### src/pedal_tilt_axis_conditioner_core_assert.svh
// Assertion macros for the pedal/tilt conditioner.
// Included by the top level; no other dependencies.
`ifndef PEDAL_TILT_AXIS_CONDITIONER_CORE_ASSERT_SVH
`define PEDAL_TILT_AXIS_CONDITIONER_CORE_ASSERT_SVH

`ifndef SYNTHESIS
`define PTAC_ASSERT_IMP(label, clk, rst_n, ante, cons) \
    label: assert property (@(posedge clk) disable iff (!rst_n) (ante) |-> (cons)) \
        else $error("ptac: same-cycle check failed");
`define PTAC_ASSERT_NEXT(label, clk, rst_n, ante, cons) \
    label: assert property (@(posedge clk) disable iff (!rst_n) (ante) |=> (cons)) \
        else $error("ptac: next-cycle check failed");
`else
`define PTAC_ASSERT_IMP(label, clk, rst_n, ante, cons)
`define PTAC_ASSERT_NEXT(label, clk, rst_n, ante, cons)
`endif

`endif

### src/ptac_pkg.sv
// Shared types and constants of the pedal/tilt conditioner.
// No dependencies.
package ptac_pkg;

    localparam int PEDAL_W    = 12;
    localparam int ACCEL_W    = 16;
    localparam int RANGE_W    = 15;
    localparam int LEVEL_W    = 8;
    localparam int CFG_DATA_W = 32;
    localparam int CFG_ADDR_W = 5;

    localparam int DIV_NUM_W = 24;
    localparam int DIV_DEN_W = 15;
    localparam int DIV_Q_W   = 8;

    localparam logic [LEVEL_W-1:0] LEVEL_MAX = 8'd255;
    localparam logic [LEVEL_W-1:0] LEVEL_MID = 8'd127;
    localparam logic [LEVEL_W-1:0] LEVEL_MIN = 8'd0;
    localparam logic [LEVEL_W-1:0] BRAKE_HAPTIC_LEVEL = 8'd50;
    localparam logic signed [ACCEL_W-1:0] SHOCK_LIMIT = 16'sd4500;

    typedef enum logic [2:0] {
        REG_BRAKE_MIN     = 3'd0,
        REG_BRAKE_MAX     = 3'd1,
        REG_THROTTLE_MIN  = 3'd2,
        REG_THROTTLE_MAX  = 3'd3,
        REG_TILT_X_CENTER = 3'd4,
        REG_TILT_X_RANGE  = 3'd5,
        REG_TILT_Y_CENTER = 3'd6,
        REG_TILT_Y_RANGE  = 3'd7
    } t_reg_idx;

    typedef struct packed {
        logic [PEDAL_W-1:0]        brake_min;
        logic [PEDAL_W-1:0]        brake_max;
        logic [PEDAL_W-1:0]        throttle_min;
        logic [PEDAL_W-1:0]        throttle_max;
        logic signed [ACCEL_W-1:0] tilt_x_center;
        logic [RANGE_W-1:0]        tilt_x_range;
        logic signed [ACCEL_W-1:0] tilt_y_center;
        logic [RANGE_W-1:0]        tilt_y_range;
    } t_cfg;

    typedef struct packed {
        logic [PEDAL_W-1:0]        brake_raw;
        logic [PEDAL_W-1:0]        throttle_raw;
        logic signed [ACCEL_W-1:0] accel_x;
        logic signed [ACCEL_W-1:0] accel_y;
    } t_in;

    typedef struct packed {
        logic [LEVEL_W-1:0] steer_x;
        logic [LEVEL_W-1:0] steer_y;
        logic [LEVEL_W-1:0] brake_level;
        logic [LEVEL_W-1:0] throttle_level;
        logic               brake_haptic_on;
        logic               shock_haptic_on;
    } t_out;

    typedef struct packed {
        logic                 start;
        logic [DIV_NUM_W-1:0] num;
        logic [DIV_DEN_W-1:0] den;
    } t_div_req;

    typedef struct packed {
        logic               done;
        logic [DIV_Q_W-1:0] q;
    } t_div_rsp;

endpackage

### src/ptac_regs.sv
// Configuration register bank with APB-style access.
// Depends on ptac_pkg.
module ptac_regs (
    input  logic                               i_clk,
    input  logic                               i_rst_n,
    input  logic                               psel,
    input  logic                               penable,
    input  logic                               pwrite,
    input  logic [ptac_pkg::CFG_ADDR_W-1:0]    paddr,
    input  logic [ptac_pkg::CFG_DATA_W-1:0]    pwdata,
    output logic [ptac_pkg::CFG_DATA_W-1:0]    prdata,
    output ptac_pkg::t_cfg                     o_cfg
);

    ptac_pkg::t_cfg   r_cfg;
    ptac_pkg::t_reg_idx w_idx;
    logic             w_wr;

    assign w_idx = ptac_pkg::t_reg_idx'(paddr[ptac_pkg::CFG_ADDR_W-1:2]);
    assign w_wr  = psel && penable && pwrite;
    assign o_cfg = r_cfg;

    always_ff @(posedge i_clk) begin
        if (!i_rst_n) begin
            r_cfg.brake_min     <= 12'd340;
            r_cfg.brake_max     <= 12'd720;
            r_cfg.throttle_min  <= 12'd1150;
            r_cfg.throttle_max  <= 12'd1410;
            r_cfg.tilt_x_center <= 16'sd1850;
            r_cfg.tilt_x_range  <= 15'd200;
            r_cfg.tilt_y_center <= 16'sd840;
            r_cfg.tilt_y_range  <= 15'd200;
        end else if (w_wr) begin
            unique case (w_idx)
                ptac_pkg::REG_BRAKE_MIN:     r_cfg.brake_min     <= pwdata[11:0];
                ptac_pkg::REG_BRAKE_MAX:     r_cfg.brake_max     <= pwdata[11:0];
                ptac_pkg::REG_THROTTLE_MIN:  r_cfg.throttle_min  <= pwdata[11:0];
                ptac_pkg::REG_THROTTLE_MAX:  r_cfg.throttle_max  <= pwdata[11:0];
                ptac_pkg::REG_TILT_X_CENTER: r_cfg.tilt_x_center <= $signed(pwdata[15:0]);
                ptac_pkg::REG_TILT_X_RANGE:  r_cfg.tilt_x_range  <= pwdata[14:0];
                ptac_pkg::REG_TILT_Y_CENTER: r_cfg.tilt_y_center <= $signed(pwdata[15:0]);
                ptac_pkg::REG_TILT_Y_RANGE:  r_cfg.tilt_y_range  <= pwdata[14:0];
                default: ;
            endcase
        end
    end

    always_comb begin
        unique case (w_idx)
            ptac_pkg::REG_BRAKE_MIN:     prdata = {20'd0, r_cfg.brake_min};
            ptac_pkg::REG_BRAKE_MAX:     prdata = {20'd0, r_cfg.brake_max};
            ptac_pkg::REG_THROTTLE_MIN:  prdata = {20'd0, r_cfg.throttle_min};
            ptac_pkg::REG_THROTTLE_MAX:  prdata = {20'd0, r_cfg.throttle_max};
            ptac_pkg::REG_TILT_X_CENTER: prdata = {16'd0, r_cfg.tilt_x_center};
            ptac_pkg::REG_TILT_X_RANGE:  prdata = {17'd0, r_cfg.tilt_x_range};
            ptac_pkg::REG_TILT_Y_CENTER: prdata = {16'd0, r_cfg.tilt_y_center};
            ptac_pkg::REG_TILT_Y_RANGE:  prdata = {17'd0, r_cfg.tilt_y_range};
            default:                     prdata = '0;
        endcase
    end

endmodule

### src/ptac_div.sv
// Shared restoring divider, one quotient bit per cycle, quotient saturated at 255.
// Depends on ptac_pkg.
module ptac_div (
    input  logic               i_clk,
    input  logic               i_rst_n,
    input  ptac_pkg::t_div_req i_req,
    output ptac_pkg::t_div_rsp o_rsp
);

    localparam int HI_W  = ptac_pkg::DIV_NUM_W - ptac_pkg::DIV_Q_W;
    localparam int CNT_W = $clog2(ptac_pkg::DIV_Q_W + 1);

    logic                            r_busy;
    logic                            r_done;
    logic                            r_sat;
    logic [CNT_W-1:0]                r_cnt;
    logic [HI_W-1:0]                 r_rem;
    logic [ptac_pkg::DIV_Q_W-1:0]    r_q;
    logic [ptac_pkg::DIV_DEN_W-1:0]  r_den;
    logic [HI_W-1:0]                 w_trial;
    logic                            w_ge;

    assign w_trial = {r_rem[HI_W-2:0], r_q[ptac_pkg::DIV_Q_W-1]};
    assign w_ge    = w_trial >= {1'b0, r_den};

    assign o_rsp.done = r_done;
    assign o_rsp.q    = r_sat ? ptac_pkg::LEVEL_MAX : r_q;

    always_ff @(posedge i_clk) begin
        if (!i_rst_n) begin
            r_busy <= 1'b0;
            r_done <= 1'b0;
            r_cnt  <= '0;
        end else begin
            r_done <= 1'b0;
            if (i_req.start) begin
                r_busy <= 1'b1;
                r_cnt  <= CNT_W'(ptac_pkg::DIV_Q_W);
                r_rem  <= i_req.num[ptac_pkg::DIV_NUM_W-1:ptac_pkg::DIV_Q_W];
                r_q    <= i_req.num[ptac_pkg::DIV_Q_W-1:0];
                r_den  <= i_req.den;
                r_sat  <= i_req.num[ptac_pkg::DIV_NUM_W-1:ptac_pkg::DIV_Q_W]
                          >= {1'b0, i_req.den};
            end else if (r_busy) begin
                r_rem <= w_ge ? w_trial - {1'b0, r_den} : w_trial;
                r_q   <= {r_q[ptac_pkg::DIV_Q_W-2:0], w_ge};
                r_cnt <= r_cnt - 1'b1;
                if (r_cnt == CNT_W'(1)) begin
                    r_busy <= 1'b0;
                    r_done <= 1'b1;
                end
            end
        end
    end

endmodule

### src/ptac_seq.sv
// Sequencer: operand setup for the four divisions, shared smoothing multiplier,
// accumulators and result register. Depends on ptac_pkg.
module ptac_seq #(
    parameter int ADC_BITS         = 12,
    parameter int SMOOTH_FRAC_BITS = 16
) (
    input  logic               i_clk,
    input  logic               i_rst_n,
    input  ptac_pkg::t_cfg     i_cfg,
    input  logic               i_in_valid,
    output logic               o_in_ready,
    input  ptac_pkg::t_in      i_in_data,
    output logic               o_out_valid,
    input  logic               i_out_ready,
    output ptac_pkg::t_out     o_out_data,
    output ptac_pkg::t_div_req o_div_req,
    input  ptac_pkg::t_div_rsp i_div_rsp
);

    localparam int F      = SMOOTH_FRAC_BITS;
    localparam int ACC_W  = ptac_pkg::LEVEL_W + F;
    localparam int DIFF_W = ACC_W + 1;
    localparam int PROD_W = DIFF_W + F + 1;
    localparam logic [F-1:0] SMOOTH_FACTOR = F'(((64'd1 << F) * 64'd2 + 64'd5) / 64'd10);
    localparam logic [ptac_pkg::PEDAL_W-1:0] ADC_MASK =
        (ADC_BITS >= ptac_pkg::PEDAL_W) ? '1 : ptac_pkg::PEDAL_W'((1 << ADC_BITS) - 1);

    typedef enum logic [2:0] {
        S_IDLE, S_LOAD, S_WAIT, S_MUL, S_ACC, S_DONE
    } t_state;

    typedef enum logic [1:0] {
        OP_BRAKE, OP_THROTTLE, OP_TILT_X, OP_TILT_Y
    } t_op;

    t_state                       r_state;
    t_op                          r_op;
    logic                         r_axis;
    ptac_pkg::t_in                r_in;
    logic [ptac_pkg::LEVEL_W-1:0] r_lvl [4];
    logic                         r_special;
    logic [ptac_pkg::LEVEL_W-1:0] r_special_val;
    logic                         r_neg;
    logic [ACC_W-1:0]             r_acc_x;
    logic [ACC_W-1:0]             r_acc_y;
    logic signed [PROD_W-1:0]     r_prod;
    logic                         r_out_valid;
    ptac_pkg::t_out               r_out;

    // operand setup
    logic [ptac_pkg::PEDAL_W-1:0]        w_raw, w_mn, w_mx;
    logic signed [ptac_pkg::PEDAL_W:0]   w_dr, w_dm;
    logic [ptac_pkg::PEDAL_W-1:0]        w_abs_dr, w_abs_dm;
    logic [ptac_pkg::PEDAL_W+7:0]        w_pedal_num;
    logic signed [ptac_pkg::ACCEL_W-1:0] w_a, w_c;
    logic [ptac_pkg::RANGE_W-1:0]        w_rng;
    logic signed [ptac_pkg::ACCEL_W:0]   w_d;
    logic signed [ptac_pkg::ACCEL_W+1:0] w_t;
    logic [ptac_pkg::DIV_NUM_W-1:0]      w_tilt_num;
    logic                                w_is_tilt;
    logic                                w_special;
    logic [ptac_pkg::LEVEL_W-1:0]        w_special_val;
    logic                                w_neg;
    logic [ptac_pkg::LEVEL_W-1:0]        w_lvl;

    // smoothing
    logic [ACC_W-1:0]          w_acc;
    logic [ptac_pkg::LEVEL_W-1:0] w_raw_lvl;
    logic signed [DIFF_W-1:0]  w_diff;
    logic signed [PROD_W-1:0]  w_sum;
    logic [ACC_W-1:0]          w_acc_next;
    logic                      w_shock;

    assign w_is_tilt = r_op[1];

    always_comb begin
        w_raw = (r_op[0] ? r_in.throttle_raw : r_in.brake_raw) & ADC_MASK;
        w_mn  = (r_op[0] ? i_cfg.throttle_min : i_cfg.brake_min) & ADC_MASK;
        w_mx  = (r_op[0] ? i_cfg.throttle_max : i_cfg.brake_max) & ADC_MASK;
        w_dr  = $signed({1'b0, w_raw}) - $signed({1'b0, w_mx});
        w_dm  = $signed({1'b0, w_mn}) - $signed({1'b0, w_mx});
        w_abs_dr = w_dr[ptac_pkg::PEDAL_W] ? ptac_pkg::PEDAL_W'(-w_dr)
                                           : w_dr[ptac_pkg::PEDAL_W-1:0];
        w_abs_dm = w_dm[ptac_pkg::PEDAL_W] ? ptac_pkg::PEDAL_W'(-w_dm)
                                           : w_dm[ptac_pkg::PEDAL_W-1:0];
        w_pedal_num = {w_abs_dr, 8'd0} - {8'd0, w_abs_dr};

        w_a   = r_op[0] ? r_in.accel_y : r_in.accel_x;
        w_c   = r_op[0] ? i_cfg.tilt_y_center : i_cfg.tilt_x_center;
        w_rng = r_op[0] ? i_cfg.tilt_y_range : i_cfg.tilt_x_range;
        w_d   = $signed({w_a[ptac_pkg::ACCEL_W-1], w_a})
              - $signed({w_c[ptac_pkg::ACCEL_W-1], w_c});
        w_t   = $signed({w_d[ptac_pkg::ACCEL_W], w_d}) + $signed({3'd0, w_rng});
        w_tilt_num = {w_t[ptac_pkg::ACCEL_W:0], 7'd0}
                   - {7'd0, w_t[ptac_pkg::ACCEL_W:0]};

        if (w_is_tilt) begin
            w_special = (w_rng == '0);
            if (w_d == '0) begin
                w_special_val = ptac_pkg::LEVEL_MID;
            end else if (w_d[ptac_pkg::ACCEL_W]) begin
                w_special_val = ptac_pkg::LEVEL_MIN;
            end else begin
                w_special_val = ptac_pkg::LEVEL_MAX;
            end
            w_neg = w_t[ptac_pkg::ACCEL_W+1];
        end else begin
            w_special     = (w_dm == '0);
            w_special_val = ptac_pkg::LEVEL_MIN;
            w_neg         = w_dr[ptac_pkg::PEDAL_W] ^ w_dm[ptac_pkg::PEDAL_W];
        end
    end

    assign o_div_req.start = (r_state == S_LOAD);
    assign o_div_req.num   = w_is_tilt ? w_tilt_num
                           : {{(ptac_pkg::DIV_NUM_W - ptac_pkg::PEDAL_W - 8){1'b0}},
                              w_pedal_num};
    assign o_div_req.den   = w_is_tilt ? w_rng
                           : {{(ptac_pkg::DIV_DEN_W - ptac_pkg::PEDAL_W){1'b0}}, w_abs_dm};

    always_comb begin
        priority if (r_special) begin
            w_lvl = r_special_val;
        end else if (r_neg) begin
            w_lvl = ptac_pkg::LEVEL_MIN;
        end else begin
            w_lvl = i_div_rsp.q;
        end
    end

    assign w_acc     = r_axis ? r_acc_y : r_acc_x;
    assign w_raw_lvl = r_axis ? r_lvl[OP_TILT_Y] : r_lvl[OP_TILT_X];
    assign w_diff    = $signed({1'b0, w_raw_lvl, {F{1'b0}}}) - $signed({1'b0, w_acc});
    assign w_sum     = $signed({{(PROD_W-ACC_W){1'b0}}, w_acc}) + (r_prod >>> F);
    assign w_acc_next = w_sum[PROD_W-1] ? '0 : w_sum[ACC_W-1:0];

    assign w_shock = (r_in.accel_x > ptac_pkg::SHOCK_LIMIT)
                  || (r_in.accel_x < -ptac_pkg::SHOCK_LIMIT)
                  || (r_in.accel_y > ptac_pkg::SHOCK_LIMIT)
                  || (r_in.accel_y < -ptac_pkg::SHOCK_LIMIT);

    assign o_in_ready  = (r_state == S_IDLE);
    assign o_out_valid = r_out_valid;
    assign o_out_data  = r_out;

    always_ff @(posedge i_clk) begin
        if (!i_rst_n) begin
            r_state     <= S_IDLE;
            r_op        <= OP_BRAKE;
            r_axis      <= 1'b0;
            r_acc_x     <= '0;
            r_acc_y     <= '0;
            r_out_valid <= 1'b0;
        end else begin
            if (r_state == S_DONE && (!r_out_valid || i_out_ready)) begin
                r_out_valid <= 1'b1;
            end else if (r_out_valid && i_out_ready) begin
                r_out_valid <= 1'b0;
            end
            unique case (r_state)
                S_IDLE: begin
                    if (i_in_valid) begin
                        r_in    <= i_in_data;
                        r_op    <= OP_BRAKE;
                        r_state <= S_LOAD;
                    end
                end
                S_LOAD: begin
                    r_special     <= w_special;
                    r_special_val <= w_special_val;
                    r_neg         <= w_neg;
                    r_state       <= S_WAIT;
                end
                S_WAIT: begin
                    if (i_div_rsp.done) begin
                        r_lvl[r_op] <= w_lvl;
                        if (r_op == OP_TILT_Y) begin
                            r_axis  <= 1'b0;
                            r_state <= S_MUL;
                        end else begin
                            r_op    <= t_op'(r_op + 2'd1);
                            r_state <= S_LOAD;
                        end
                    end
                end
                S_MUL: begin
                    r_prod  <= w_diff * $signed({1'b0, SMOOTH_FACTOR});
                    r_state <= S_ACC;
                end
                S_ACC: begin
                    if (r_axis) begin
                        r_acc_y <= w_acc_next;
                        r_state <= S_DONE;
                    end else begin
                        r_acc_x <= w_acc_next;
                        r_axis  <= 1'b1;
                        r_state <= S_MUL;
                    end
                end
                S_DONE: begin
                    if (!r_out_valid || i_out_ready) begin
                        r_out.steer_x         <= r_acc_x[ACC_W-1:F];
                        r_out.steer_y         <= r_acc_y[ACC_W-1:F];
                        r_out.brake_level     <= r_lvl[OP_BRAKE];
                        r_out.throttle_level  <= r_lvl[OP_THROTTLE];
                        r_out.brake_haptic_on <= r_lvl[OP_BRAKE] > ptac_pkg::BRAKE_HAPTIC_LEVEL;
                        r_out.shock_haptic_on <= w_shock;
                        r_state               <= S_IDLE;
                    end
                end
                default: r_state <= S_IDLE;
            endcase
        end
    end

endmodule

### src/pedal_tilt_axis_conditioner_core.sv
// Top level of the pedal/tilt conditioner: register bank, sequencer, shared divider.
// Depends on ptac_pkg, ptac_regs, ptac_div, ptac_seq and the assertion header.
//
//  channel   direction  handshake                  payload
//  input     in         i_in_valid / o_in_ready    i_in_data  (ptac_pkg::t_in)
//  result    out        o_out_valid / i_out_ready  o_out_data (ptac_pkg::t_out)
//  config    in         psel / penable / pready    paddr, pwdata, prdata
//
// A new sample is accepted only while the sequencer is idle. It then runs four
// divisions in turn on the shared 8-step divider, smooths both tilt axes on the
// shared multiplier and loads the result register, before it returns to idle.
// A result waits in the output register while the next transfer is computed;
// the final load stalls until that register is free. Reset is synchronous.
`include "pedal_tilt_axis_conditioner_core_assert.svh"

module pedal_tilt_axis_conditioner_core #(
    parameter int ADC_BITS         = 12,
    parameter int SMOOTH_FRAC_BITS = 16
) (
    input  logic                             i_clk,
    input  logic                             i_rst_n,
    input  logic                             i_in_valid,
    output logic                             o_in_ready,
    input  ptac_pkg::t_in                    i_in_data,
    output logic                             o_out_valid,
    input  logic                             i_out_ready,
    output ptac_pkg::t_out                   o_out_data,
    input  logic                             psel,
    input  logic                             penable,
    input  logic                             pwrite,
    input  logic [ptac_pkg::CFG_ADDR_W-1:0]  paddr,
    input  logic [ptac_pkg::CFG_DATA_W-1:0]  pwdata,
    output logic [ptac_pkg::CFG_DATA_W-1:0]  prdata,
    output logic                             pready
);

    ptac_pkg::t_cfg     w_cfg;
    ptac_pkg::t_div_req w_div_req;
    ptac_pkg::t_div_rsp w_div_rsp;

    assign pready = 1'b1;

    ptac_regs u_regs (
        .i_clk   (i_clk),
        .i_rst_n (i_rst_n),
        .psel    (psel),
        .penable (penable),
        .pwrite  (pwrite),
        .paddr   (paddr),
        .pwdata  (pwdata),
        .prdata  (prdata),
        .o_cfg   (w_cfg)
    );

    ptac_div u_div (
        .i_clk   (i_clk),
        .i_rst_n (i_rst_n),
        .i_req   (w_div_req),
        .o_rsp   (w_div_rsp)
    );

    ptac_seq #(
        .ADC_BITS         (ADC_BITS),
        .SMOOTH_FRAC_BITS (SMOOTH_FRAC_BITS)
    ) u_seq (
        .i_clk       (i_clk),
        .i_rst_n     (i_rst_n),
        .i_cfg       (w_cfg),
        .i_in_valid  (i_in_valid),
        .o_in_ready  (o_in_ready),
        .i_in_data   (i_in_data),
        .o_out_valid (o_out_valid),
        .i_out_ready (i_out_ready),
        .o_out_data  (o_out_data),
        .o_div_req   (w_div_req),
        .i_div_rsp   (w_div_rsp)
    );

    `PTAC_ASSERT_IMP(a_start_when_busy, i_clk, i_rst_n, w_div_req.start, !o_in_ready)
    `PTAC_ASSERT_IMP(a_done_not_start, i_clk, i_rst_n, w_div_rsp.done, !w_div_req.start)
    `PTAC_ASSERT_NEXT(a_start_no_done, i_clk, i_rst_n, w_div_req.start, !w_div_rsp.done)
    `PTAC_ASSERT_NEXT(a_accept_busy, i_clk, i_rst_n, i_in_valid && o_in_ready, !o_in_ready)

endmodule

### config.mk
export PLATFORM = sky130hd
export DESIGN_NAME = pedal_tilt_axis_conditioner_core
export DESIGN_NICKNAME = d
export VERILOG_FILES = /design/src/ptac_pkg.sv /design/src/ptac_regs.sv /design/src/ptac_div.sv /design/src/ptac_seq.sv /design/src/pedal_tilt_axis_conditioner_core.sv
export VERILOG_INCLUDE_DIRS = /design/src /design/src/src
export SDC_FILE = /design/constraint.sdc
export NUM_CORES = 1
export LEC_CHECK = 0
export BUFFER_PORTS_ARGS = -buffer_cell sky130_fd_sc_hd__buf_2
export CAP_MARGIN = 15
export CELL_PAD_IN_SITES_DETAIL_PLACEMENT = 1
export CELL_PAD_IN_SITES_GLOBAL_PLACEMENT = 1
export CORE_ASPECT_RATIO = 0.6
export CORE_MARGIN = 5
export CORE_UTILIZATION = 45
export DETAILED_ROUTE_END_ITERATION = 12
export PLACE_DENSITY = 0.79
export SLEW_MARGIN = 0
export SYNTH_ARGS = -nofsm -noshare
export SYNTH_HDL_FRONTEND = slang
export SYNTH_SLANG_ARGS = --single-unit
### constraint.sdc
create_clock -name i_clk -period 11.9 [get_ports i_clk]
set_clock_uncertainty 0.15 [all_clocks]
set_input_delay 1.19 -clock i_clk [delete_from_list [all_inputs] [get_ports i_clk]]
set_output_delay 1.19 -clock i_clk [all_outputs]
set_load 0.03 [all_outputs]
==> results_tabular.tex, run 1 <==
\begin{tabular}{lr}
\hline
Metric & Value \\
\hline
\multicolumn{2}{l}{\textbf{Synth}} \\
Proportion of netlist area held by the largest area contributor & 0.197 \\
Synth warnings & 0 \\
Top flip-flop cell by instance count after synthesis & edfxtp\_1 \\
Fraction of registers with async set or reset after synthesis & 0 \\
Number of distinct library cells after synthesis & 102 \\
Area of the mapped netlist & 28800 um\^{}2 \\
Post-synthesis area per instance & 9.39 um\^{}2 \\
Synth Instances & 3072 \\
Number of synthesized register bits & 360 \\
Largest area contributor in the netlist & edfxtp\_1 \\
Top cells by area in the synthesized netlist & edfxtp\_1, dfxtp\_1, ha\_1 \\
Number of synthesized flops with an enable pin & 189 \\
Share of synthesized area occupied by flip-flops and latches & 0.315 \\
\multicolumn{2}{l}{\textbf{Timing}} \\
Setup-failing EPs final & 0 \\
Final Worst Setup Slack & 2.01 ns \\
Relative max-transition margin & 0.200 \\
Period utilisation layout & 0.831 \\
Final Critical Period & 9.89 ns \\
Hold Slack & 0.272 ns \\
Slew at the pin with the worst max-slew slack & 1.20 ns \\
Final number of max-transition violations & 0 \\
Final hold violation count & 0 \\
FMAX & 101 MHz \\
Setup repair after global routing missed its margin & no \\
Aggregate negative setup slack & 0 ns \\
\multicolumn{2}{l}{\textbf{Worst setup path}} \\
Worst path most repeated cell & inv\_1 \\
Highest fanout seen on the critical path & 15 \\
Startpoint of the worst setup timing path & u\_seq.r\_axis \\
Data required time of the worst path & 12.08 ns \\
Kind of end point of the critical path & register \\
Stage delay of the slowest cell on the critical path & 0.90 ns \\
Crit path kind & register to register \\
Cell with the largest stage delay on the worst path & a2111oi\_0 \\
Startpoint of the most critical register-to-register path & u\_seq.r\_axis \\
Startpoint Class & register \\
Critical Path AT & 10.08 ns \\
\multicolumn{2}{l}{\textbf{Finish}} \\
Core occupancy in the finished layout & 0.501 \\
Net count, final & 3648 \\
Filler Cell Count & 7221 \\
Area delta synth->final & 9.51\% \\
Fraction of layout cells with a size suffix above 1 & 0.112 \\
Area occupied by multi-input gates & 18000 um\^{}2 \\
Area occupied by registers & 9100 um\^{}2 \\
Total inserted antenna cells & 0 \\
\multicolumn{2}{l}{\textbf{Power and ir drop}} \\
Switching Share & 0.359 \\
Clock share of power & 0.304 \\
Peak supply drop & 0.0000823 V \\
Cell Pwr Density & 138 nW/um\^{}2 \\
Pint & 2.79 mW \\
Leak Pwr & 13.5 nW \\
Part of the power in combinational logic & 0.369 \\
Switch Pwr & 1.56 mW \\
Part of the power in registers & 0.327 \\
\multicolumn{2}{l}{\textbf{GRT}} \\
Maximum number of pins on one net before global-route repair & 114 \\
Overflow left after global routing & 0 \\
Met1 Use GR & 0.423 \\
Via count of the first global-routing pass & 24660 \\
GR Util met3 & 0.0647 \\
Wire length of the first global-routing pass & 147 mm \\
Met2 demand-to-capacity share in global routing & 0.397 \\
Global routing's busiest layer & met1 \\
Antenna violations before repair & 2 \\
Global-route total usage across every layer & 0.274 \\
\multicolumn{2}{l}{\textbf{Clocking}} \\
Clock Path Buffers & 3 \\
Latest clock arrival within the worst-skew pair & 0.59 ns \\
Count of instances resized after the clock tree is built & 0 \\
Clock tree from TritonCTS & yes \\
CTS Buf Count & 40 \\
CTS clock-pin slew for the worst setup and hold paths & 0.07 ns \\
Hold-fix buffers at CTS & 0 \\
Setup Buffers After CTS & 0 \\
Clock sink count & 360 \\
Clk root buf & clkbuf\_16 \\
H-tree depth & 2 \\
\multicolumn{2}{l}{\textbf{Hold path}} \\
Worst Min Path Start & u\_seq.r\_lvl[1][7] \\
Worst min path class & register to register \\
\multicolumn{2}{l}{\textbf{Place}} \\
PortBufs & 133 \\
Gpl congestion & 0.990 \\
Pre-CTS setup slack & 2.27 ns \\
HPWL after detailed placement & 75.3 mm \\
\multicolumn{2}{l}{\textbf{Drt}} \\
Vias after detailed routing & 23561 \\
Wire length after detailed routing & 95.7 mm \\
DR DRC count & 0 \\
Violation count after the first detailed-routing iteration & 2130 \\
Final ANT Viol Nets & 0 \\
Router iterations before antenna repair & 7 \\
Average vias per placed instance & 5.86 \\
Routed WL per cell & 23.8 um \\
\multicolumn{2}{l}{\textbf{Die}} \\
Area of the core & 63100 um\^{}2 \\
Chip Height & 206 um \\
Horizontal die dimension & 337 um \\
Cell row count & 71 \\
Initial Utilization & 0.457 \\
Die ar. & 69400 um\^{}2 \\
I/O pins & 169 \\
\multicolumn{2}{l}{\textbf{Run status}} \\
Status & complete, no violations \\
\multicolumn{2}{l}{\textbf{Run}} \\
Max-cap check violation count & 0 \\
\hline
\end{tabular}
layer usage:
layer	wire (um)	vias up
met2	38900	748
met4	1330	0
li1	-	10764
met5	0	-
met1	47200	11960
met3	8310	89
power groups by stage:
stage / sequential [mW] / clock, mW / combinational [mW]
4_1_cts: 1.42 / 1.34 / 1.58
3_3_place_gp: 1.44 / 0 / 1.47
3_5_place_dp: 1.45 / 0 / 1.55
2_1_floorplan: 1.44 / 0 / 1.16
6_report: 1.42 / 1.32 / 1.61
5_1_grt: 1.42 / 1.40 / 1.77
sequential cells by signal, summed over array words and instances, names as in the netlist, 2 cells and up:
name / cells
u_regs.o_cfg: 110
u_seq.r_in: 56
u_div.r_q: 8
u_seq.r_state: 3
u_div.r_rem: 15
u_seq.o_out_data: 34
u_seq.r_acc_x: 24
u_seq.r_op: 2
u_seq.r_lvl: 32
u_seq.r_prod: 24
u_seq.r_special_val: 2
u_div.r_den: 15
u_seq.r_acc_y: 24
u_div.r_cnt: 4
cell type report:
cell class / instances / area share
inverters: 308 / 0.0366
multi-input cells: 2286 / 0.571
well taps: 839 / 0.0332
clock buffers: 53 / 0.0355
clock inverters: 20 / 0.00725
flip-flops and latches: 360 / 0.288
repair buffers: 158 / 0.0280
layout by cell type, fill, tap and decap left out, types with 122 or more instances in the layout:
cell type	n
nand2_1	389
inv_1	306
ha_1	250
edfxtp_1	189
dfxtp_1	168
nor2_1	159
fa_1	144
buf_2	132
o21ai_0	129
xnor2_1	122
Yosys cell counts, drive strengths merged, types with 14 or more instances:
master and instances:
a211oi 19, o21bai 16, nor2 160, o31ai 18
nor4 15, nand2 389, o21a 32, dfxtp 171
nor2b 30, a21o 51, nand3 82, xnor2 124
o21ai 162, buf 50, a21oi 125, and2 35
mux2 81, xor2 74, nand2b 31, nor3b 14
nor3 42, ha 250, edfxtp 189, inv 308
a31oi 19, clkbuf 83, a21boi 85, or2 18
fa 144, mux2i 71
stage by stage:
stage	std cells	total power, mW	instance area (um^2)
5_1_grt	4024	4.59	31600
2_1_floorplan	3087	2.59	28900
4_1_cts	4022	4.34	31600
3_5_place_dp	3949	3.00	30200
3_3_place_gp	3948	2.91	30200
6_report	4024	4.35	31600
kinds of logic (layout without fill, tap and decap cells):
logic type,Yosys count,after routing,synth area share
AOI/OAI and AO/OA,634,634,0.147
and+or+nand+nor,879,879,0.141
xor gates and xnor gates,200,200,0.0626
adders and majority gates,395,395,0.209
DFF,360,360,0.315
other,2,17,0.000260
muxes,161,161,0.0634
buffers and inverters,441,539,0.0615
worst paths after layout:
check,to,slack (ns),depth (start not counted)
worst max register to register,u_seq.r_prod[39],2.01,32
worst min-delay path,u_seq.o_out_data[9],0.27,0
worst max-delay path,u_seq.r_prod[39],2.01,32
worst min register to register,u_seq.o_out_data[9],0.27,0
worst max-delay path: cells and delay by family (launching register included):
| family | cells | cell delay (ns) |
|---|---|---|
| buf+inv | 7 | 0.96 |
| compound gates | 9 | 2.82 |
| flops | 1 | 0.60 |
| fa+ha+maj | 8 | 3.41 |
| xor+xnor | 2 | 0.59 |
| mux | 1 | 0.37 |
| simple gates | 5 | 0.73 |
No activity file was read; power rests on OpenSTA's default activity.
==> inputs of run 2 (changes only) <==
--- a/config.mk
+++ b/config.mk
@@ -12,9 +12,9 @@
 export CELL_PAD_IN_SITES_GLOBAL_PLACEMENT = 1
 export CORE_ASPECT_RATIO = 0.6
 export CORE_MARGIN = 5
-export CORE_UTILIZATION = 45
+export CORE_UTILIZATION = 44
 export DETAILED_ROUTE_END_ITERATION = 12
-export PLACE_DENSITY = 0.79
+export PLACE_DENSITY = 0.81
 export SLEW_MARGIN = 0
 export SYNTH_ARGS = -nofsm -noshare
 export SYNTH_HDL_FRONTEND = slang
==> constraint.sdc (replaced) <==
create_clock -name i_clk -period 8.7 [get_ports i_clk]
set_clock_uncertainty 0.15 [all_clocks]
set_input_delay 0.87 -clock i_clk [delete_from_list [all_inputs] [get_ports i_clk]]
set_output_delay 0.87 -clock i_clk [all_outputs]
set_load 0.03 [all_outputs]
==> run 2 against run 1 <==
Sequential share of layout area down 0.86 points. Via count up 3.0%. Sequential cell count unchanged. Critical path depth up 2. Maximum frequency up 15%.
==> results_tabular.tex, run 2 (same netlist as run 1, synthesis figures left out) <==
\begin{tabular}{lr}
\hline
Metric & Value \\
\hline
\multicolumn{2}{l}{\textbf{Worst setup path}} \\
Worst path most repeated cell & a21o\_1 \\
Startpoint of the worst setup timing path & u\_seq.r\_op[0] \\
Critical register-to-register path endpoint & u\_div.r\_sat \\
Startpoint of the most critical register-to-register path & u\_seq.r\_op[0] \\
Crit path capture & u\_div.r\_sat \\
Cell with the largest stage delay on the worst path & a2111o\_1 \\
Stage delay of the slowest cell on the critical path & 0.47 ns \\
Highest fanout seen on the critical path & 12 \\
Critical Path AT & 8.80 ns \\
Register-to-Register Path Depth & 34 \\
Kind of end point of the critical path & register \\
Worst setup slack for register-to-register paths & 0.1 ns \\
Startpoint Class & register \\
Crit path kind & register to register \\
Data required time of the worst path & 8.90 ns \\
\multicolumn{2}{l}{\textbf{Die}} \\
Initial Utilization & 0.446 \\
I/O pins & 169 \\
Horizontal die dimension & 341 um \\
Die ar. & 71000 um\^{}2 \\
Cell row count & 72 \\
Chip Height & 208 um \\
Area of the core & 64700 um\^{}2 \\
\multicolumn{2}{l}{\textbf{Timing}} \\
Setup-failing EPs final & 0 \\
Final Critical Period & 8.60 ns \\
Setup repair after global routing missed its margin & yes \\
Period utilisation layout & 0.989 \\
Final number of max-transition violations & 0 \\
FMAX & 116 MHz \\
Slew at the pin with the worst max-slew slack & 1.17 ns \\
Aggregate negative setup slack & 0 ns \\
Relative max-transition margin & 0.223 \\
Hold Slack & 0.274 ns \\
Final hold violation count & 0 \\
Final Worst Setup Slack & 0.0961 ns \\
\multicolumn{2}{l}{\textbf{Place}} \\
PortBufs & 133 \\
Pre-CTS setup slack & -0.0981 ns \\
Gpl congestion & 0.934 \\
HPWL after detailed placement & 77.0 mm \\
Number of placed cells counting well taps & 4033 \\
\multicolumn{2}{l}{\textbf{Hold path}} \\
Worst Min Path Start & u\_seq.r\_lvl[1][2] \\
Worst min path class & register to register \\
Hold Crit Depth & 0 \\
\multicolumn{2}{l}{\textbf{Power and ir drop}} \\
Part of the power in combinational logic & 0.384 \\
Pint & 3.94 mW \\
Leak Pwr & 14.1 nW \\
Peak supply drop & 0.000139 V \\
Cell Pwr Density & 188 nW/um\^{}2 \\
Part of the power in registers & 0.317 \\
Switching Share & 0.356 \\
Clock share of power & 0.298 \\
Switch Pwr & 2.18 mW \\
\multicolumn{2}{l}{\textbf{Drt}} \\
Violation count after the first detailed-routing iteration & 2311 \\
Routed WL per cell & 24.2 um \\
Vias after detailed routing & 24273 \\
Router iterations before antenna repair & 5 \\
Average vias per placed instance & 5.88 \\
DR DRC count & 0 \\
Final ANT Viol Nets & 0 \\
Wire length after detailed routing & 99.8 mm \\
\multicolumn{2}{l}{\textbf{Finish}} \\
Filler Cell Count & 7420 \\
Most common cell after layout, fill and taps aside & nand2\_1 \\
Net count, final & 3741 \\
Non-filler instance count after layout & 4129 \\
Fraction of layout cells with a size suffix above 1 & 0.147 \\
Number of flip-flops under the largest register name & 110 \\
Area delta synth->final & 12.9\% \\
Leading cell types in the layout, fill and taps excluded & nand2\_1, inv\_1, ha\_1, edfxtp\_1, dfxtp\_1 \\
\multicolumn{2}{l}{\textbf{GRT}} \\
Wire length of the first global-routing pass & 151 mm \\
Global-route total usage across every layer & 0.270 \\
Antenna violations before repair & 0 \\
Via count of the first global-routing pass & 25468 \\
Overflow left after global routing & 0 \\
Maximum number of pins on one net before global-route repair & 117 \\
\multicolumn{2}{l}{\textbf{Run status}} \\
Status & complete, no violations \\
\multicolumn{2}{l}{\textbf{Clocking}} \\
CTS Buf Count & 39 \\
CTS clock-pin slew for the worst setup and hold paths & 0.07 ns \\
Clk root buf & clkbuf\_16 \\
Clock sink count & 360 \\
Latest clock arrival within the worst-skew pair & 0.60 ns \\
Clock Path Buffers & 3 \\
H-tree depth & 2 \\
Clock tree from TritonCTS & yes \\
\multicolumn{2}{l}{\textbf{Run}} \\
Max-cap check violation count & 0 \\
\hline
\end{tabular}
run 2: power by group through the flow:
stage / combinational [mW] / clock (mW) / sequential, mW
detailed placement: 2.25 / 0 / 1.98
floorplan: 1.58 / 0 / 1.97
global placement: 2.11 / 0 / 1.98
finish: 2.35 / 1.83 / 1.94
CTS: 2.29 / 1.85 / 1.94
global route: 2.59 / 1.92 / 1.95
run 2: final cells by class:
class	count	area, um^2	share of cell area
clock buffers	52	1140	0.0350
inverters	308	1160	0.0355
multi-input cells	2286	18200	0.559
clock inverters	18	223	0.00684
repair buffers	252	1670	0.0512
well taps	851	1060	0.0327
flip-flops and latches	360	9110	0.280
diodes	2	5.00	0.000154
run 2: how the worst min path moves through the flow:
stage,slack (ns),end
finish,0.27,u_seq.o_out_data[4]
detailed placement,0.26,u_seq.o_out_data[7]
global route,0.27,u_seq.r_in[12]
CTS,0.27,u_seq.r_in[11]
global placement,0.25,u_seq.o_out_data[8]
floorplan,0.25,u_seq.o_out_data[2]
run 2: metrics by stage:
step	instance area (um^2)	utilization	power (mW)
global placement	30800	0.476	4.09
finish	32600	0.504	6.13
CTS	32200	0.497	6.08
floorplan	28900	-	3.55
global route	32600	0.504	6.46
detailed placement	30800	0.476	4.23
run 2: critical path: cells and delay by family (launching register included):
kind                     cells  cell delay [ns]
flip-flops                   1             0.45
AO/OA/AOI/OAI               19             4.11
AND/OR/NAND/NOR              3             0.53
XOR/XNOR                     3             0.71
adder cells (fa/ha/maj)      4             1.37
multiplexers                 1             0.38
buffers and inverters        4             0.63
run 2: repair_timing:
action,in CTS,in global routing
endpoints found under the setup margin,1,10
resized for setup,1,35
pin swaps,0,5
hold buffers,0,0
gates cloned,0,1
setup buffers,0,21
run 2: metal layers:
layer | track usage | part of all wire | vias up
li1 | - | - | 10963
met1 | 0.403 | 0.47 | 12299
met2 | 0.397 | 0.42 | 877
met3 | 0.0684 | 0.095 | 134
met4 | 0.0553 | 0.021 | 0
met5 | 0 | 0 | -
